`src/design/cbf_pkg.sv`:
```
package cbf_pkg;

  localparam int unsigned COORD_W = 32;
  localparam int unsigned T_W = 17;
  localparam logic [T_W-1:0] STEP_MIN = 17'd1024;
  localparam logic [T_W:0] ONE_FX = 18'd65536;
  localparam logic [T_W-1:0] ONE_T = 17'd65536;
  localparam logic signed [55:0] HALF_FX = 56'sd32768;

  localparam int unsigned QUEUE_DEPTH = 4;
  localparam int unsigned QPTR_W = $clog2(QUEUE_DEPTH);
  localparam int unsigned QCNT_W = $clog2(QUEUE_DEPTH + 1);

  // micro-steps of the shared multiplier
  localparam logic [3:0] K_SQ = 4'd0;
  localparam logic [3:0] K_CU = 4'd1;
  localparam logic [3:0] K_X0 = 4'd2;
  localparam logic [3:0] K_X1 = 4'd3;
  localparam logic [3:0] K_X2 = 4'd4;
  localparam logic [3:0] K_X3 = 4'd5;
  localparam logic [3:0] K_X4 = 4'd6;
  localparam logic [3:0] K_X5 = 4'd7;
  localparam logic [3:0] K_Y0 = 4'd8;
  localparam logic [3:0] K_Y1 = 4'd9;
  localparam logic [3:0] K_Y2 = 4'd10;
  localparam logic [3:0] K_Y3 = 4'd11;
  localparam logic [3:0] K_Y4 = 4'd12;
  localparam logic [3:0] K_Y5 = 4'd13;

  typedef struct packed {
    logic signed [COORD_W-1:0] p0_x;
    logic signed [COORD_W-1:0] p0_y;
    logic signed [COORD_W-1:0] p1_x;
    logic signed [COORD_W-1:0] p1_y;
    logic signed [COORD_W-1:0] p2_x;
    logic signed [COORD_W-1:0] p2_y;
    logic signed [COORD_W-1:0] p3_x;
    logic signed [COORD_W-1:0] p3_y;
  } cbf_curve_t;

  typedef struct packed {
    logic signed [COORD_W-1:0] point_x;
    logic signed [COORD_W-1:0] point_y;
    logic                      last_point;
  } cbf_point_t;

  typedef struct packed {
    logic [T_W-1:0] t;
    logic           last;
  } cbf_job_t;

  typedef struct packed {
    logic queue_empty;
    logic back_active;
  } cbf_status_t;

endpackage

```
`src/design/cbf_if.sv`:
```
interface cbf_curve_if;
  import cbf_pkg::*;
  logic       valid;
  logic       ready;
  cbf_curve_t data;
  modport source (output valid, output data, input ready);
  modport sink (input valid, input data, output ready);
endinterface

interface cbf_point_if;
  import cbf_pkg::*;
  logic       valid;
  logic       ready;
  cbf_point_t data;
  modport source (output valid, output data, input ready);
  modport sink (input valid, input data, output ready);
endinterface

```
`src/design/cubic_bezier_flattener.sv`:
```
// 14 multiplies per point through one shared 36x20 multiplier
// the back takes a job only when idle; a curve gives at most MAX_POINTS points
// next curve is taken once all points of the last one have left the evaluator
// rst is synchronous, active high: step returns to 1024, queue and output empty
module cubic_bezier_flattener import cbf_pkg::*; #(
  parameter int unsigned MAX_POINTS = 64
) (
  input  logic           clk,
  input  logic           rst,
  input  logic           cfg_we,
  input  logic [T_W-1:0] cfg_wdata,
  cbf_curve_if.sink      curve_in,
  cbf_point_if.source    point_out
);

  // front: takes curves and walks t, one job per point
  // back: evaluates each job and holds the result in an output register
  cbf_status_t status;
  cbf_curve_t  coords;
  cbf_job_t    push_data;
  cbf_job_t    pop_data;
  logic        push;
  logic        pop;
  logic        q_full;
  logic        q_empty;
  logic        back_active;

  assign status = '{queue_empty: q_empty, back_active: back_active};

  cbf_front #(.MAX_POINTS(MAX_POINTS)) u_front (
    .clk       (clk),
    .rst       (rst),
    .cfg_we    (cfg_we),
    .cfg_wdata (cfg_wdata),
    .curve_in  (curve_in),
    .status    (status),
    .q_full    (q_full),
    .q_push    (push),
    .q_data    (push_data),
    .coords    (coords)
  );

  // short job queue between front and back
  cbf_queue u_queue (
    .clk       (clk),
    .rst       (rst),
    .push      (push),
    .push_data (push_data),
    .pop       (pop),
    .pop_data  (pop_data),
    .full      (q_full),
    .empty     (q_empty)
  );

  cbf_back u_back (
    .clk       (clk),
    .rst       (rst),
    .q_empty   (q_empty),
    .q_data    (pop_data),
    .q_pop     (pop),
    .coords    (coords),
    .active    (back_active),
    .point_out (point_out)
  );

endmodule

```
`src/design/cbf_front.sv`:
```
module cbf_front import cbf_pkg::*; #(
  parameter int unsigned MAX_POINTS = 64
) (
  input  logic            clk,
  input  logic            rst,
  input  logic            cfg_we,
  input  logic [T_W-1:0]  cfg_wdata,
  cbf_curve_if.sink       curve_in,
  input  cbf_status_t     status,
  input  logic            q_full,
  output logic            q_push,
  output cbf_job_t        q_data,
  output cbf_curve_t      coords
);

  localparam int unsigned CNT_W = $clog2(MAX_POINTS + 1);
  localparam logic [CNT_W-1:0] CAP = CNT_W'(MAX_POINTS);

  logic [T_W-1:0]   t_step;
  logic             busy;
  logic [T_W-1:0]   t_cur;
  logic [CNT_W-1:0] cnt;
  logic [T_W:0]     t_sum;
  logic [CNT_W-1:0] cnt_inc;
  logic             last;

  assign curve_in.ready = !busy && status.queue_empty && !status.back_active;
  assign t_sum = {1'b0, t_cur} + {1'b0, t_step};
  assign cnt_inc = cnt + 1'b1;
  assign last = (t_sum >= ONE_FX) || (cnt_inc >= CAP);
  assign q_push = busy && !q_full;
  assign q_data = '{t: t_cur, last: last};

  always_ff @(posedge clk) begin
    if (rst) begin
      t_step <= STEP_MIN;
    end else if (cfg_we) begin
      t_step <= (cfg_wdata < STEP_MIN) ? STEP_MIN : cfg_wdata;
    end
  end

  always_ff @(posedge clk) begin
    if (rst) begin
      busy <= 1'b0;
      t_cur <= '0;
      cnt <= '0;
    end else if (curve_in.valid && curve_in.ready) begin
      busy <= 1'b1;
      t_cur <= '0;
      cnt <= '0;
    end else if (q_push) begin
      if (last) begin
        busy <= 1'b0;
        t_cur <= '0;
      end else begin
        t_cur <= t_sum[T_W-1:0];
      end
      cnt <= cnt_inc;
    end
  end

  // control points, undefined until the first curve
  always_ff @(posedge clk) begin
    if (curve_in.valid && curve_in.ready) begin
      coords <= curve_in.data;
    end
  end

endmodule

```
`src/design/cbf_queue.sv`:
```
module cbf_queue import cbf_pkg::*; (
  input  logic     clk,
  input  logic     rst,
  input  logic     push,
  input  cbf_job_t push_data,
  input  logic     pop,
  output cbf_job_t pop_data,
  output logic     full,
  output logic     empty
);

  cbf_job_t          slots [QUEUE_DEPTH];
  logic [QPTR_W-1:0] wr_ptr;
  logic [QPTR_W-1:0] rd_ptr;
  logic [QCNT_W-1:0] count;

  assign full = (count == QCNT_W'(QUEUE_DEPTH));
  assign empty = (count == '0);
  assign pop_data = slots[rd_ptr];

  always_ff @(posedge clk) begin
    if (push) begin
      slots[wr_ptr] <= push_data;
    end
  end

  always_ff @(posedge clk) begin
    if (rst) begin
      wr_ptr <= '0;
      rd_ptr <= '0;
      count <= '0;
    end else begin
      if (push) wr_ptr <= wr_ptr + 1'b1;
      if (pop) rd_ptr <= rd_ptr + 1'b1;
      if (push && !pop) count <= count + 1'b1;
      else if (pop && !push) count <= count - 1'b1;
    end
  end

endmodule

```
`src/design/cbf_back.sv`:
```
module cbf_back import cbf_pkg::*; (
  input  logic       clk,
  input  logic       rst,
  input  logic       q_empty,
  input  cbf_job_t   q_data,
  output logic       q_pop,
  input  cbf_curve_t coords,
  output logic       active,
  cbf_point_if.source point_out
);

  typedef enum logic [3:0] {
    S_IDLE  = 4'b0001,
    S_ISSUE = 4'b0010,
    S_WB    = 4'b0100,
    S_OUT   = 4'b1000
  } state_t;

  state_t              state;
  logic [3:0]          k;
  logic [T_W-1:0]      t;
  logic                last;
  logic [T_W-1:0]      sq;
  logic [T_W-1:0]      cu;
  logic signed [31:0]  c;
  logic signed [33:0]  u;
  logic signed [31:0]  rx;
  logic signed [31:0]  ry;
  logic signed [55:0]  prod;
  logic signed [35:0]  opa;
  logic [18:0]         opb;
  logic signed [34:0]  s;
  logic signed [39:0]  rr;
  logic [T_W-1:0]      t1;
  logic [18:0]         t3;
  logic [18:0]         sq3;

  assign active = (state != S_IDLE);
  assign q_pop = (state == S_IDLE) && !q_empty;
  assign t1 = ONE_T - t;
  assign t3 = {1'b0, t, 1'b0} + {2'b00, t};
  assign sq3 = {1'b0, sq, 1'b0} + {2'b00, sq};
  assign s = 35'(c) + 35'(u);
  assign rr = 40'((prod + HALF_FX) >>> 16);

  always_comb begin
    unique case (k)
      K_SQ: begin opa = 36'(signed'({1'b0, t}));  opb = 19'(t);  end
      K_CU: begin opa = 36'(signed'({1'b0, sq})); opb = 19'(t);  end
      K_X0: begin opa = 36'(coords.p0_x);         opb = 19'(t1); end
      K_X1: begin opa = 36'(coords.p1_x);         opb = t3;      end
      K_X2: begin opa = 36'(s);                   opb = 19'(t1); end
      K_X3: begin opa = 36'(coords.p2_x);         opb = sq3;     end
      K_X4: begin opa = 36'(s);                   opb = 19'(t1); end
      K_X5: begin opa = 36'(coords.p3_x);         opb = 19'(cu); end
      K_Y0: begin opa = 36'(coords.p0_y);         opb = 19'(t1); end
      K_Y1: begin opa = 36'(coords.p1_y);         opb = t3;      end
      K_Y2: begin opa = 36'(s);                   opb = 19'(t1); end
      K_Y3: begin opa = 36'(coords.p2_y);         opb = sq3;     end
      K_Y4: begin opa = 36'(s);                   opb = 19'(t1); end
      K_Y5: begin opa = 36'(coords.p3_y);         opb = 19'(cu); end
      default: begin opa = '0; opb = '0; end
    endcase
  end

  always_ff @(posedge clk) begin
    if (state == S_ISSUE) begin
      prod <= opa * signed'({1'b0, opb});
    end
  end

  always_ff @(posedge clk) begin
    if (q_pop) begin
      t <= q_data.t;
      last <= q_data.last;
    end
    if (state == S_WB) begin
      unique case (k)
        K_SQ: sq <= rr[T_W-1:0];
        K_CU: cu <= rr[T_W-1:0];
        K_X0, K_X2, K_X4, K_Y0, K_Y2, K_Y4: c <= rr[31:0];
        K_X1, K_X3, K_Y1, K_Y3: u <= rr[33:0];
        K_X5: rx <= c + rr[31:0];
        K_Y5: ry <= c + rr[31:0];
        default: ;
      endcase
    end
  end

  always_ff @(posedge clk) begin
    if (rst) begin
      state <= S_IDLE;
      k <= '0;
      point_out.valid <= 1'b0;
    end else begin
      if (point_out.valid && point_out.ready && state != S_OUT) point_out.valid <= 1'b0;
      unique case (state)
        S_IDLE: begin
          if (q_pop) begin
            k <= K_SQ;
            state <= S_ISSUE;
          end
        end
        S_ISSUE: state <= S_WB;
        S_WB: begin
          if (k == K_Y5) begin
            state <= S_OUT;
          end else begin
            k <= k + 1'b1;
            state <= S_ISSUE;
          end
        end
        S_OUT: begin
          if (!point_out.valid || point_out.ready) begin
            point_out.valid <= 1'b1;
            state <= S_IDLE;
          end
        end
        default: state <= S_IDLE;
      endcase
    end
  end

  always_ff @(posedge clk) begin
    if (state == S_OUT && (!point_out.valid || point_out.ready)) begin
      point_out.data <= '{point_x: rx, point_y: ry, last_point: last};
    end
  end

endmodule

```
`src/flat_wrapper.sv`:
```
// flat-port wrapper written by rule: the top's interface ports become plain ports
module cubic_bezier_flattener_flat import cbf_pkg::*;
#(
  parameter int unsigned MAX_POINTS = 64
)
  (clk, rst, cfg_we, cfg_wdata, curve_in_valid, curve_in_data, curve_in_ready, point_out_valid, point_out_data, point_out_ready);
  cbf_curve_if curve_in_i ();
  cbf_point_if point_out_i ();
  input  logic clk;
  input  logic rst;
  input  logic cfg_we;
  input  logic [T_W-1:0] cfg_wdata;
  input wire logic [$bits(curve_in_i.valid)-1:0] curve_in_valid;
  input wire logic [$bits(curve_in_i.data)-1:0] curve_in_data;
  output wire logic [$bits(curve_in_i.ready)-1:0] curve_in_ready;
  output wire logic [$bits(point_out_i.valid)-1:0] point_out_valid;
  output wire logic [$bits(point_out_i.data)-1:0] point_out_data;
  input wire logic [$bits(point_out_i.ready)-1:0] point_out_ready;
  assign curve_in_i.valid = curve_in_valid;
  assign curve_in_i.data = curve_in_data;
  assign curve_in_ready = curve_in_i.ready;
  assign point_out_valid = point_out_i.valid;
  assign point_out_data = point_out_i.data;
  assign point_out_i.ready = point_out_ready;
  cubic_bezier_flattener #(.MAX_POINTS(MAX_POINTS)) u_core (.clk(clk), .rst(rst), .cfg_we(cfg_we), .cfg_wdata(cfg_wdata), .curve_in(curve_in_i), .point_out(point_out_i));
endmodule
```
`config.mk`:
```
export PLATFORM = sky130hd
export DESIGN_NAME = cubic_bezier_flattener_flat
export DESIGN_NICKNAME = d
export VERILOG_FILES = /design/src/design/cbf_pkg.sv /design/src/design/cbf_if.sv /design/src/design/cubic_bezier_flattener.sv /design/src/design/cbf_front.sv /design/src/design/cbf_queue.sv /design/src/design/cbf_back.sv /design/src/flat_wrapper.sv
export SDC_FILE = /design/constraint.sdc
export NUM_CORES = 2
export LEC_CHECK = 0
export BUFFER_PORTS_ARGS = -buffer_cell sky130_fd_sc_hd__buf_2
export CAP_MARGIN = 20
export CORE_AREA = 2 2 309 311
export CTS_CLUSTER_DIAMETER = 150
export DETAILED_ROUTE_END_ITERATION = 10
export DIE_AREA = 0 0 311 313
export GPL_TIMING_DRIVEN = 0
export PLACE_DENSITY = 0.73
export SYNTH_ARGS = -nofsm -noshare
export SYNTH_HDL_FRONTEND = slang
export SYNTH_SLANG_ARGS = --single-unit
```
`constraint.sdc`:
```
create_clock -name clk -period 21.6 [get_ports clk]
set_clock_uncertainty 0.15 [all_clocks]
set_input_delay 2.16 -clock clk [delete_from_list [all_inputs] [get_ports clk]]
set_output_delay 2.16 -clock clk [all_outputs]
set_load 0.05 [all_outputs]
```
==> results.json <==
{
  "dp_hpwl_mm": 125,
  "avgSynthCellArea_um2": 11.1,
  "synth_area_leaders": "edfxtp_1 36%, fa_1 24%, ha_1 6.7%, inv_1 5.9%, nand2_1 3.8%",
  "reg2reg_depth": 37,
  "track_usage_pct": 32.3,
  "antenna_found_initial": 27,
  "coreArea_mm2": 0.0942,
  "holdCritStartpoint": "u_core.u_back.ry[22]",
  "tritoncts": "done",
  "min_path_type": "flip-flop to flip-flop",
  "worstPathMaxFanout": 10,
  "std_cell_rows": 113,
  "min_to": "u_core.u_back.point_out.data[23]",
  "grt_overflow_total": 0,
  "synth.distinct_cells": 90,
  "clk_latency_ns": 0.67,
  "grt_pass1_vias": 37992,
  "rsz0062_at_grt": "false",
  "die-area_mm2": 0.0973,
  "arrival_ns": 13.19,
  "clk_pin_slew_worst_paths_ns": 0.07,
  "timing.fmax_mhz": 76.8,
  "dr.first_iter.drc_count": 4016,
  "routabilityCongestion": 1.00,
  "slew-limit-headroom_pct": 15.5,
  "drive_gt1_share_pct": 11.3,
  "slowest_stage": "o311ai_1",
  "worst_pin_slew_ns": 1.26,
  "syn_nets": 5796,
  "grt_max_degree": 72,
  "drcViolationCount": 0,
  "vias_per_cell": 5.85,
  "clock-sinks": 668,
  "die_x_um": 311,
  "status": "finished, final reports clean",
  "yosysWarnings": 0,
  "synth.most_common_cell": "inv_1",
  "num_vias": 37624,
  "fin_crit_sh_pct": 60.3,
  "initial_utilization_pct": 54.6,
  "cp_common_cell": "fa_1",
  "crit_required_ns": 21.77,
  "netlist_instances": 4633,
  "r2r_setup_slack_ns": 8.58,
  "worst-path-buf-inv": 12,
  "synth_area_leader_cell": "edfxtp_1",
  "yosysSeqAreaShare_pct": 37.9,
  "critPathLaunchType": "flip-flop",
  "dieHeight_um": 313,
  "synth_edf_count": 610,
  "path_delay_family": "compound AO/OA/AOI/OAI gates",
  "area_growth_pct": 11.9,
  "report.final.slew_viol_count": 0,
  "hold_violations": 0,
  "port-buffer-count": 343,
  "crit-reg2reg-capture": "u_core.u_back.prod[48]",
  "final.setup.tns_ns": 0,
  "slowest_delay_ns": 0.82,
  "post-cts-setup-buffers": 0,
  "synth_top_flop_cell": "edfxtp_1",
  "finalWirelength_mm": 156,
  "period_needed_ns": 13.02,
  "netlist_area_mm2": 0.0514,
  "cts-resized-gates": 0,
  "numCtsBuffers": 61,
  "synth_common_cells": "811 x inv_1, 611 x fa_1, 610 x edfxtp_1, 522 x nand2_1, 274 x ha_1",
  "end_kind": "flip-flop",
  "timing.rr.start": "u_core.u_back.k[0]",
  "netlist.area_leader.share_pct": 35.6,
  "firstDrtPassIters": 5,
  "cts_hold_buffers": 0,
  "grt_pass1_wl_mm": 233,
  "postRouteAntennaNets": 0,
  "wire_per_inst_um": 24.3,
  "min_delay_path_depth": 0,
  "io_pins": 345,
  "clock_path_buffers": 3,
  "final-setup-viol-count": 0,
  "synthArstFlopShare_pct": 0,
  "worstSetupPathType": "flip-flop to flip-flop",
  "nNetsFinal": 6246,
  "synth_seq_cells": 668,
  "h-tree-depth": 2,
  "root_buffer": "clkbuf_16",
  "drv_cap": 0
}
## layout make-up
cell class              count  area, um2
fillers                  7673      36600
multi-input cells        2987      28400
flip-flops and latches    668      19500
inverters                 812       3050
repair buffers            387       2280
clock buffers              78       1660
well taps                1265       1580
plain buffers             166        642
clock inverters            36        363
diodes                     31       77.6
## how the worst max path moves through the flow
stage / start / endpoint / slack [ns] / depth (start not counted)
floorplan: curve_in_valid / u_core.u_front.t_cur[10] / 11.75 / 8
finish: u_core.u_back.k[0] / u_core.u_back.prod[48] / 8.58 / 37
global route: u_core.u_back.k[0] / u_core.u_back.prod[48] / 8.29 / 37
global placement: u_core.u_back.k[1] / u_core.u_back.prod[48] / 8.45 / 36
detailed placement: u_core.u_back.k[0] / u_core.u_back.prod[48] / 8.82 / 37
CTS: u_core.u_back.k[0] / u_core.u_back.prod[48] / 8.80 / 37
## flip-flops by register name, indices dropped and copies added (netlist names), 32 cells and up
| signal | flops |
|---|---|
| u_core.u_back.c | 32 |
| u_core.u_back.point_out.data | 65 |
| u_core.u_front.coords | 256 |
| u_core.u_back.ry | 32 |
| u_core.u_queue.slots | 72 |
| u_core.u_back.u | 34 |
| u_core.u_back.prod | 35 |
| u_core.u_back.rx | 32 |
## routing by layer
metal | wire length, um | up-vias | global-route usage, %
li1 | - | 16283 | -
met1 | 58500 | 18695 | 42.2
met2 | 71700 | 2176 | 51.1
met3 | 16800 | 468 | 6.90
met4 | 9480 | 2 | 16.7
met5 | 11 | - | 0
## cell families (layout without fill, tap and decap cells)
kind of cell | Yosys count | count (layout) | share of synthesized area (%)
and+or+nand+nor | 1210 | 1210 | 10.8
buffers and inverters | 978 | 1479 | 7.18
adders and majority gates | 885 | 885 | 30.5
DFF | 668 | 668 | 37.9
AOI/OAI and AO/OA | 662 | 662 | 9.16
xor gates and xnor gates | 187 | 187 | 3.21
muxes | 43 | 43 | 1.29
other | 0 | 31 | 0
## layout by cell type (no fill, tap or decap), drive strengths merged, types with 130 or more instances in the layout
| cell type | instances |
|---|---|
| xnor2 | 130 |
| nand2 | 522 |
| a21oi | 138 |
| edfxtp | 610 |
| fa | 611 |
| buf | 405 |
| ha | 274 |
| clkbuf | 226 |
| nor2 | 272 |
| inv | 819 |
## stage by stage
stage	hold slack [ns]	worst slack (ns)	util, %	area, um2	std cells
floorplan	0.250	11.75	-	51400	4633
global placement	0.252	8.45	58.1	54700	6241
detailed placement	0.255	8.82	58.9	55400	6284
CTS	0.269	8.80	61.0	57500	6398
global route	0.272	8.29	61.1	57500	6424
finish	0.268	8.58	61.1	57500	6430
Power is left out: the tool's default activity adds up to more than one toggle a clock period on the data nets, which glitch-free logic cannot reach.
